--- src/rtl/wsrs_pkg.sv ---
// Shared types and constants for the wheel speed ratio saturator.
// No dependencies; every other file imports this package.
`timescale 1ns / 1ps

package wsrs_pkg;

  // Configuration registers are 15 bits wide, in Q7.8 units.
  localparam int CFG_WIDTH       = 15;
  localparam int CFG_INDEX_WIDTH = 2;

  localparam logic [CFG_INDEX_WIDTH-1:0] REG_WHEEL_SPEED_MAX = 2'd0;
  localparam logic [CFG_INDEX_WIDTH-1:0] REG_STEER_HEADROOM  = 2'd1;

  localparam logic [CFG_WIDTH-1:0] WHEEL_SPEED_MAX_RESET = 15'h7fff;
  localparam logic [CFG_WIDTH-1:0] STEER_HEADROOM_RESET  = 15'h0000;

  // The scaled magnitude never exceeds the ceiling, so it fits in CFG_WIDTH bits.
  localparam int QUOT_WIDTH = CFG_WIDTH;

  // Depth of the queue between the classifier and the scaling pipeline.
  localparam int QUEUE_DEPTH = 4;

  typedef struct packed {
    logic neg_l;
    logic neg_r;
    logic scale;
  } wsrs_flags_t;

endpackage

--- src/rtl/wheel_speed_ratio_saturator.sv ---
// Top level of the wheel speed ratio saturator: front end with queue and the
// multiply and divide back end. Uses wsrs_pkg, wsrs_front and wsrs_back.
//
//   Port group     Direction  Handshake                      Payload
//   config         in         cfg_write                      cfg_index, cfg_data
//   speed request  in         speed_valid / speed_ready      left_speed, right_speed
//   limited speed  out        limited_valid / limited_ready  left_limited, right_limited,
//                                                            was_scaled
//
// One item per cycle sustained while results are taken. From acceptance an item passes
// the queue, the multiplier stage, 15 divider stages (one quotient bit each) and the result
// register; the divider stages make up most of that path.
// Reset clears the queue, the pipeline valid bits and loads the register reset values.
// A stalled result freezes the back end; the four-entry queue keeps taking items until full.
`timescale 1ns / 1ps

module wheel_speed_ratio_saturator import wsrs_pkg::*; #(
  parameter int SPEED_WIDTH = 16
) (
  input  logic                       clk,
  input  logic                       rst,
  input  logic                       cfg_write,
  input  logic [CFG_INDEX_WIDTH-1:0] cfg_index,
  input  logic [CFG_WIDTH-1:0]       cfg_data,
  input  logic                       speed_valid,
  output logic                       speed_ready,
  input  logic [SPEED_WIDTH-1:0]     left_speed,
  input  logic [SPEED_WIDTH-1:0]     right_speed,
  output logic                       limited_valid,
  input  logic                       limited_ready,
  output logic [SPEED_WIDTH-1:0]     left_limited,
  output logic [SPEED_WIDTH-1:0]     right_limited,
  output logic                       was_scaled
);

  logic                   q_valid, q_ready;
  logic [SPEED_WIDTH-1:0] q_mag_l, q_mag_r, q_peak;
  logic [CFG_WIDTH-1:0]   q_ceiling;
  wsrs_flags_t            q_flags;

  wsrs_front #(
    .SPEED_WIDTH (SPEED_WIDTH)
  ) u_front (
    .clk         (clk),
    .rst         (rst),
    .cfg_write   (cfg_write),
    .cfg_index   (cfg_index),
    .cfg_data    (cfg_data),
    .speed_valid (speed_valid),
    .speed_ready (speed_ready),
    .left_speed  (left_speed),
    .right_speed (right_speed),
    .q_valid     (q_valid),
    .q_ready     (q_ready),
    .q_mag_l     (q_mag_l),
    .q_mag_r     (q_mag_r),
    .q_peak      (q_peak),
    .q_ceiling   (q_ceiling),
    .q_flags     (q_flags)
  );

  wsrs_back #(
    .SPEED_WIDTH (SPEED_WIDTH)
  ) u_back (
    .clk           (clk),
    .rst           (rst),
    .q_valid       (q_valid),
    .q_ready       (q_ready),
    .q_mag_l       (q_mag_l),
    .q_mag_r       (q_mag_r),
    .q_peak        (q_peak),
    .q_ceiling     (q_ceiling),
    .q_flags       (q_flags),
    .limited_valid (limited_valid),
    .limited_ready (limited_ready),
    .left_limited  (left_limited),
    .right_limited (right_limited),
    .was_scaled    (was_scaled)
  );

endmodule

--- src/rtl/wsrs_front.sv ---
// Front end: configuration registers, magnitude split, ceiling and peak
// classification, and a short queue toward the scaling pipeline. Uses wsrs_pkg.
`timescale 1ns / 1ps

module wsrs_front import wsrs_pkg::*; #(
  parameter int SPEED_WIDTH = 16
) (
  input  logic                       clk,
  input  logic                       rst,
  input  logic                       cfg_write,
  input  logic [CFG_INDEX_WIDTH-1:0] cfg_index,
  input  logic [CFG_WIDTH-1:0]       cfg_data,
  input  logic                       speed_valid,
  output logic                       speed_ready,
  input  logic [SPEED_WIDTH-1:0]     left_speed,
  input  logic [SPEED_WIDTH-1:0]     right_speed,
  output logic                       q_valid,
  input  logic                       q_ready,
  output logic [SPEED_WIDTH-1:0]     q_mag_l,
  output logic [SPEED_WIDTH-1:0]     q_mag_r,
  output logic [SPEED_WIDTH-1:0]     q_peak,
  output logic [CFG_WIDTH-1:0]       q_ceiling,
  output wsrs_flags_t                q_flags
);

  localparam int CMP_WIDTH = (SPEED_WIDTH > CFG_WIDTH) ? SPEED_WIDTH : CFG_WIDTH;
  localparam int PTR_WIDTH = $clog2(QUEUE_DEPTH);
  localparam int CNT_WIDTH = $clog2(QUEUE_DEPTH + 1);

  logic [CFG_WIDTH-1:0] wheel_speed_max;
  logic [CFG_WIDTH-1:0] steer_headroom;

  always_ff @(posedge clk) begin
    if (rst) begin
      wheel_speed_max <= WHEEL_SPEED_MAX_RESET;
      steer_headroom  <= STEER_HEADROOM_RESET;
    end else if (cfg_write) begin
      case (cfg_index)
        REG_WHEEL_SPEED_MAX: wheel_speed_max <= cfg_data;
        REG_STEER_HEADROOM:  steer_headroom  <= cfg_data;
        default: ;
      endcase
    end
  end

  // Classification of the incoming item.
  logic [SPEED_WIDTH-1:0] mag_l, mag_r, peak;
  logic [CFG_WIDTH-1:0]   ceiling;
  wsrs_flags_t            flags;

  always_comb begin
    flags.neg_l = left_speed[SPEED_WIDTH-1];
    flags.neg_r = right_speed[SPEED_WIDTH-1];
    // The most negative input yields 2^(SPEED_WIDTH-1), still exact as unsigned.
    mag_l   = flags.neg_l ? (~left_speed + 1'b1)  : left_speed;
    mag_r   = flags.neg_r ? (~right_speed + 1'b1) : right_speed;
    peak    = (mag_l > mag_r) ? mag_l : mag_r;
    ceiling = (wheel_speed_max > steer_headroom) ? (wheel_speed_max - steer_headroom) : '0;
    flags.scale = CMP_WIDTH'(peak) > CMP_WIDTH'(ceiling);
  end

  // Queue storage.
  logic [SPEED_WIDTH-1:0] mem_mag_l   [QUEUE_DEPTH];
  logic [SPEED_WIDTH-1:0] mem_mag_r   [QUEUE_DEPTH];
  logic [SPEED_WIDTH-1:0] mem_peak    [QUEUE_DEPTH];
  logic [CFG_WIDTH-1:0]   mem_ceiling [QUEUE_DEPTH];
  wsrs_flags_t            mem_flags   [QUEUE_DEPTH];

  logic [PTR_WIDTH-1:0] wr_ptr, rd_ptr;
  logic [CNT_WIDTH-1:0] count;
  logic                 push, pop;

  assign speed_ready = (count != CNT_WIDTH'(QUEUE_DEPTH));
  assign push        = speed_valid && speed_ready;
  assign q_valid     = (count != '0);
  assign pop         = q_valid && q_ready;

  always_ff @(posedge clk) begin
    if (rst) begin
      wr_ptr <= '0;
      rd_ptr <= '0;
      count  <= '0;
    end else begin
      if (push) begin
        wr_ptr <= wr_ptr + 1'b1;
      end
      if (pop) begin
        rd_ptr <= rd_ptr + 1'b1;
      end
      if (push && !pop) begin
        count <= count + 1'b1;
      end else if (pop && !push) begin
        count <= count - 1'b1;
      end
    end
  end

  always_ff @(posedge clk) begin
    if (push) begin
      mem_mag_l[wr_ptr]   <= mag_l;
      mem_mag_r[wr_ptr]   <= mag_r;
      mem_peak[wr_ptr]    <= peak;
      mem_ceiling[wr_ptr] <= ceiling;
      mem_flags[wr_ptr]   <= flags;
    end
  end

  assign q_mag_l   = mem_mag_l[rd_ptr];
  assign q_mag_r   = mem_mag_r[rd_ptr];
  assign q_peak    = mem_peak[rd_ptr];
  assign q_ceiling = mem_ceiling[rd_ptr];
  assign q_flags   = mem_flags[rd_ptr];

endmodule

--- src/rtl/wsrs_back.sv ---
// Back end: multiply by the ceiling, a restoring divider with one quotient bit
// per stage for both wheels, and the result register. Uses wsrs_pkg.
`timescale 1ns / 1ps

module wsrs_back import wsrs_pkg::*; #(
  parameter int SPEED_WIDTH = 16
) (
  input  logic                   clk,
  input  logic                   rst,
  input  logic                   q_valid,
  output logic                   q_ready,
  input  logic [SPEED_WIDTH-1:0] q_mag_l,
  input  logic [SPEED_WIDTH-1:0] q_mag_r,
  input  logic [SPEED_WIDTH-1:0] q_peak,
  input  logic [CFG_WIDTH-1:0]   q_ceiling,
  input  wsrs_flags_t            q_flags,
  output logic                   limited_valid,
  input  logic                   limited_ready,
  output logic [SPEED_WIDTH-1:0] left_limited,
  output logic [SPEED_WIDTH-1:0] right_limited,
  output logic                   was_scaled
);

  localparam int W     = SPEED_WIDTH;
  localparam int PW    = SPEED_WIDTH + CFG_WIDTH;
  localparam int NDIV  = QUOT_WIDTH;

  // The whole pipeline moves when the result register is free or being emptied.
  logic adv;
  assign adv     = !limited_valid || limited_ready;
  assign q_ready = adv;

  logic [NDIV:0]         vld;
  logic [W-1:0]          rem_l  [NDIV+1];
  logic [W-1:0]          rem_r  [NDIV+1];
  logic [QUOT_WIDTH-1:0] lq_l   [NDIV+1];
  logic [QUOT_WIDTH-1:0] lq_r   [NDIV+1];
  logic [W-1:0]          peak_s [NDIV+1];
  logic [W-1:0]          mag_l_s[NDIV+1];
  logic [W-1:0]          mag_r_s[NDIV+1];
  wsrs_flags_t           flg_s  [NDIV+1];

  always_ff @(posedge clk) begin
    if (rst) begin
      vld <= '0;
    end else if (adv) begin
      vld <= {vld[NDIV-1:0], q_valid};
    end
  end

  // Stage zero: products of magnitude and ceiling, split into the starting
  // partial remainder and the dividend bits still to be shifted in.
  logic [PW-1:0] prod_l, prod_r;
  assign prod_l = PW'(q_mag_l) * PW'(q_ceiling);
  assign prod_r = PW'(q_mag_r) * PW'(q_ceiling);

  always_ff @(posedge clk) begin
    if (adv) begin
      rem_l[0]   <= prod_l[PW-1:QUOT_WIDTH];
      rem_r[0]   <= prod_r[PW-1:QUOT_WIDTH];
      lq_l[0]    <= prod_l[QUOT_WIDTH-1:0];
      lq_r[0]    <= prod_r[QUOT_WIDTH-1:0];
      peak_s[0]  <= q_peak;
      mag_l_s[0] <= q_mag_l;
      mag_r_s[0] <= q_mag_r;
      flg_s[0]   <= q_flags;
    end
  end

  // Each stage shifts in one dividend bit and retires one quotient bit.
  // For scaled items the partial remainder stays below the peak throughout.
  for (genvar k = 1; k <= NDIV; k++) begin : g_div
    logic [W:0] tl, tr, dl, dr;
    logic       gel, ger;

    always_comb begin
      tl  = {rem_l[k-1], lq_l[k-1][QUOT_WIDTH-1]};
      tr  = {rem_r[k-1], lq_r[k-1][QUOT_WIDTH-1]};
      gel = tl >= {1'b0, peak_s[k-1]};
      ger = tr >= {1'b0, peak_s[k-1]};
      dl  = tl - {1'b0, peak_s[k-1]};
      dr  = tr - {1'b0, peak_s[k-1]};
    end

    always_ff @(posedge clk) begin
      if (adv) begin
        rem_l[k]   <= gel ? dl[W-1:0] : tl[W-1:0];
        rem_r[k]   <= ger ? dr[W-1:0] : tr[W-1:0];
        lq_l[k]    <= {lq_l[k-1][QUOT_WIDTH-2:0], gel};
        lq_r[k]    <= {lq_r[k-1][QUOT_WIDTH-2:0], ger};
        peak_s[k]  <= peak_s[k-1];
        mag_l_s[k] <= mag_l_s[k-1];
        mag_r_s[k] <= mag_r_s[k-1];
        flg_s[k]   <= flg_s[k-1];
      end
    end
  end

  // Pick the scaled or original magnitude and restore the sign.
  logic [W-1:0] val_l, val_r, fld_l, fld_r;

  always_comb begin
    val_l = flg_s[NDIV].scale ? W'(lq_l[NDIV]) : mag_l_s[NDIV];
    val_r = flg_s[NDIV].scale ? W'(lq_r[NDIV]) : mag_r_s[NDIV];
    fld_l = flg_s[NDIV].neg_l ? (~val_l + 1'b1) : val_l;
    fld_r = flg_s[NDIV].neg_r ? (~val_r + 1'b1) : val_r;
  end

  always_ff @(posedge clk) begin
    if (rst) begin
      limited_valid <= 1'b0;
    end else if (adv) begin
      limited_valid <= vld[NDIV];
    end
  end

  always_ff @(posedge clk) begin
    if (adv) begin
      left_limited  <= fld_l;
      right_limited <= fld_r;
      was_scaled    <= flg_s[NDIV].scale;
    end
  end

endmodule
--- config.mk ---
export PLATFORM = sky130hd
export DESIGN_NAME = wheel_speed_ratio_saturator
export DESIGN_NICKNAME = d
export VERILOG_FILES = /design/src/rtl/wsrs_pkg.sv /design/src/rtl/wheel_speed_ratio_saturator.sv /design/src/rtl/wsrs_front.sv /design/src/rtl/wsrs_back.sv
export SDC_FILE = /design/constraint.sdc
export NUM_CORES = 2
export LEC_CHECK = 0
export BUFFER_PORTS_ARGS = -buffer_cell sky130_fd_sc_hd__clkbuf_2
export CAP_MARGIN = 30
export CORE_AREA = 2 2 501 503
export CTS_CLUSTER_SIZE = 16
export DETAILED_ROUTE_END_ITERATION = 10
export DIE_AREA = 0 0 503 505
export SLEW_MARGIN = 10
export SYNTH_ARGS = -nofsm -noshare
export SYNTH_HDL_FRONTEND = slang
export SYNTH_SLANG_ARGS = --single-unit
--- constraint.sdc ---
create_clock -name clk -period 130.9 [get_ports clk]
set_input_delay 19.635 -clock clk [delete_from_list [all_inputs] [get_ports clk]]
set_output_delay 19.635 -clock clk [all_outputs]
set_load 0.01 [all_outputs]
==> impl_metrics.json <==
{
  "firstDrtPassIters": 6,
  "ant_nets": 0,
  "grt_pass1_vias": 67300,
  "hold_viol": 0,
  "core_area_um2": 248000,
  "cts_tree": "yes",
  "crit_top_cell": "or4_1",
  "grt_usage_pct": 19.8,
  "clockBufferDepth": 3,
  "maxSlewHeadroom_pct": 33.5,
  "tns_ps": 0,
  "hold_depth": 0,
  "routedWlPerCell_um": 20.3,
  "crit_type": "input port to flop",
  "place.gp.congestion": 0.902,
  "end_kind": "flop",
  "io_pins": 89,
  "initial_utilization_pct": 44.8,
  "dp_hpwl_mm": 189,
  "cp.arrival_ps": 25240,
  "fin_util_pct": 49.7,
  "max_stage_delay_ps": 570,
  "drtIter0Drc": 5006,
  "clk_latency_ps": 870,
  "drc": 0,
  "status": "finished, final reports clean",
  "cts-root-buf": "clkbuf_16",
  "netlist_area_um2": 111000,
  "clock_sinks": 2113,
  "clkSlewWorstSetupHoldPaths_ps": 60,
  "r2r_cells": 25,
  "dp.cells": 12000,
  "postCtsResizedCells": 0,
  "area_growth_pct": 11.0,
  "rsz0062_at_grt": "no",
  "die-area_um2": 254000,
  "finClkSkew_ps": 53.1,
  "period_share_pct": 18.8,
  "post-cts-setup-buffers": 0,
  "numPortBuffers": 88,
  "synth_top_area_share_pct": 55.6,
  "synth_top_area_cell": "edfxtp_1",
  "drive_above_1_share_pct": 10.0,
  "yosysSeqAreaShare_pct": 56.6,
  "cap_viol_max_count": 0,
  "cts_hold_buf": 0,
  "path_cells": "clkbuf_2 -> or4_1 -> or4_1 -> o31a_1 -> xor2_1 -> ha_1 -> a21o_1 -> a21o_1 -> a21oi_1 -> o21ai_0 -> o22ai_2 -> buf_4 -> nor2_1 -> a21oi_1 -> ha_1 -> and3_1 -> nand3_1 -> or4_1 -> a31o_2",
  "synth-edff-count": 2057,
  "synth_ff_type": "edfxtp_1",
  "yosys_warnings": 0,
  "synthCells": 8634,
  "start_kind": "input port",
  "avgSynthCellArea_um2": 12.9,
  "wl_mm": 252,
  "die_h_um": 505,
  "synth_cell_type_count": 95,
  "holdCritPathClass": "flop to flop",
  "via_per_inst": 5.38,
  "synthTopCellsByArea": "edfxtp_1, ha_1, fa_1",
  "num_rows": 183,
  "slew_violations": 0,
  "max_freq_mhz": 40.6,
  "grt_max_degree": 185,
  "worstMarginPinSlew_ps": 997,
  "via_count": 66800,
  "slowest_stage": "or4_1",
  "antenna_found_initial": 11,
  "die_w_um": 503,
  "cts_buffers": 221,
  "setup_violations": 0,
  "fin_crit_ps": 24630,
  "h-tree-depth": 4,
  "final_cells": 12400,
  "grt_pass1_wl_mm": 390,
  "cp_max_fo": 19,
  "synth_nets": 9803,
  "ys_async_sr_fraction_pct": 0,
  "yosys_register_bits": 2113,
  "worst_ep_required_time_ps": 131510,
  "final_nets": 10100,
  "overflow": 0,
  "rrSetupSlack_ps": 121170
}
[sequential cells by signal, summed over array words and instances (netlist names), 16 cells and up, named ones only]
name,cells
u_back.left_limited,16
u_back.lq_r,240
u_front.mem_mag_l,64
u_front.mem_peak,64
u_back.vld,16
u_back.lq_l,240
u_back.flg_s,48
u_back.rem_r,240
u_back.right_limited,16
u_back.mag_r_s,256
u_back.mag_l_s,256
u_back.peak_s,240
u_front.mem_mag_r,64
u_front.mem_ceiling,60
u_back.rem_l,240
[cell type report]
cell class | instances | area [um2]
clock inverter | 132 | 1260
inverter | 893 | 3360
clock buffer | 275 | 5830
multi-input combinational | 5460 | 44400
fill | 21500 | 125000
sequential | 2113 | 62900
timing repair buffer | 206 | 1560
tap | 3330 | 4170
antenna | 7 | 17.5
[cells in the final DEF (no fill, tap or decap), types with 85 or more instances in the layout]
cell type	Yosys	routed
ha_1	725	725
inv_1	883	883
nor2b_1	120	120
a21o_1	112	112
clkbuf_2	0	89
xnor2_1	264	264
clkbuf_16	0	224
nand4_1	85	85
fa_1	390	390
buf_4	5	97
mux2i_1	106	106
xor2_1	151	151
a21oi_1	473	473
mux2_2	265	265
o21ai_0	385	380
edfxtp_1	2057	2057
o21a_1	114	114
nor2_1	664	664
nor3_1	106	106
nand2_1	637	637
[through the flow]
step                instance area (um2)  hold slack (ps)  setup slack (ps)
detailed placement               116000              405            105440
finish                           123000              397            106270
global route                     123000              402            106040
CTS                              123000              399            106410
floorplan                        111000              400             59880
global placement                 116000              400            105520
[synth_stat cells (all sizes together) (48+ instances only)]
master,instances
xor2,151
nand3,68
edfxtp,2057
o21a,114
fa,390
nor2b,120
xnor2,264
nand2,638
mux2,272
a21oi,473
nand2b,72
o21ai,421
dfxtp,56
a21o,112
o31ai,48
nor3,106
nor2,664
nand4,85
clkbuf,118
mux2i,106
ha,725
buf,50
inv,885
[routing by layer]
layer | track usage (%) | share of wire [%] | vias up
li1 | - | - | 31800
met1 | 26.3 | 44 | 32900
met2 | 32.9 | 48 | 1684
met3 | 3.27 | 5.0 | 453
met4 | 7.02 | 3.6 | 4
met5 | 0 | 0.013 | -
[worst max-delay path, delay by kind of cell]
kind	cells	cell delay, ps
compound gates	8	2200
xor+xnor	1	510
fa+ha+maj	2	580
buf+inv	2	440
simple gates	6	1860
[final timing paths]
check / to / startpoint
worst max register to register: u_back.rem_r[0][10]$_DFFE_PN_ / flop
worst max-delay path: u_front.mem_flags[1][0]$_DFFE_PP_ / left_speed[7]
worst min-delay path: u_back.lq_l[2][9]$_DFFE_PN_ / u_back.lq_l[1][53]$_DFFE_PN_
worst min register to register: u_back.lq_l[2][9]$_DFFE_PN_ / u_back.lq_l[1][53]$_DFFE_PN_
[cells by family after synthesis]
logic type / after synthesis / share of synthesized area (%)
multiplexers: 403 / 4.24
flip-flops: 2113 / 56.6
buffers and inverters: 1061 / 3.67
AND/OR/NAND/NOR: 1960 / 8.00
XOR/XNOR: 415 / 3.27
adder cells (fa/ha/maj): 1115 / 15.2
AO/OA/AOI/OAI: 1567 / 9.08
Power is not shown: default switching activity piles up to over one toggle a cycle in this logic, so the estimate is an artifact.
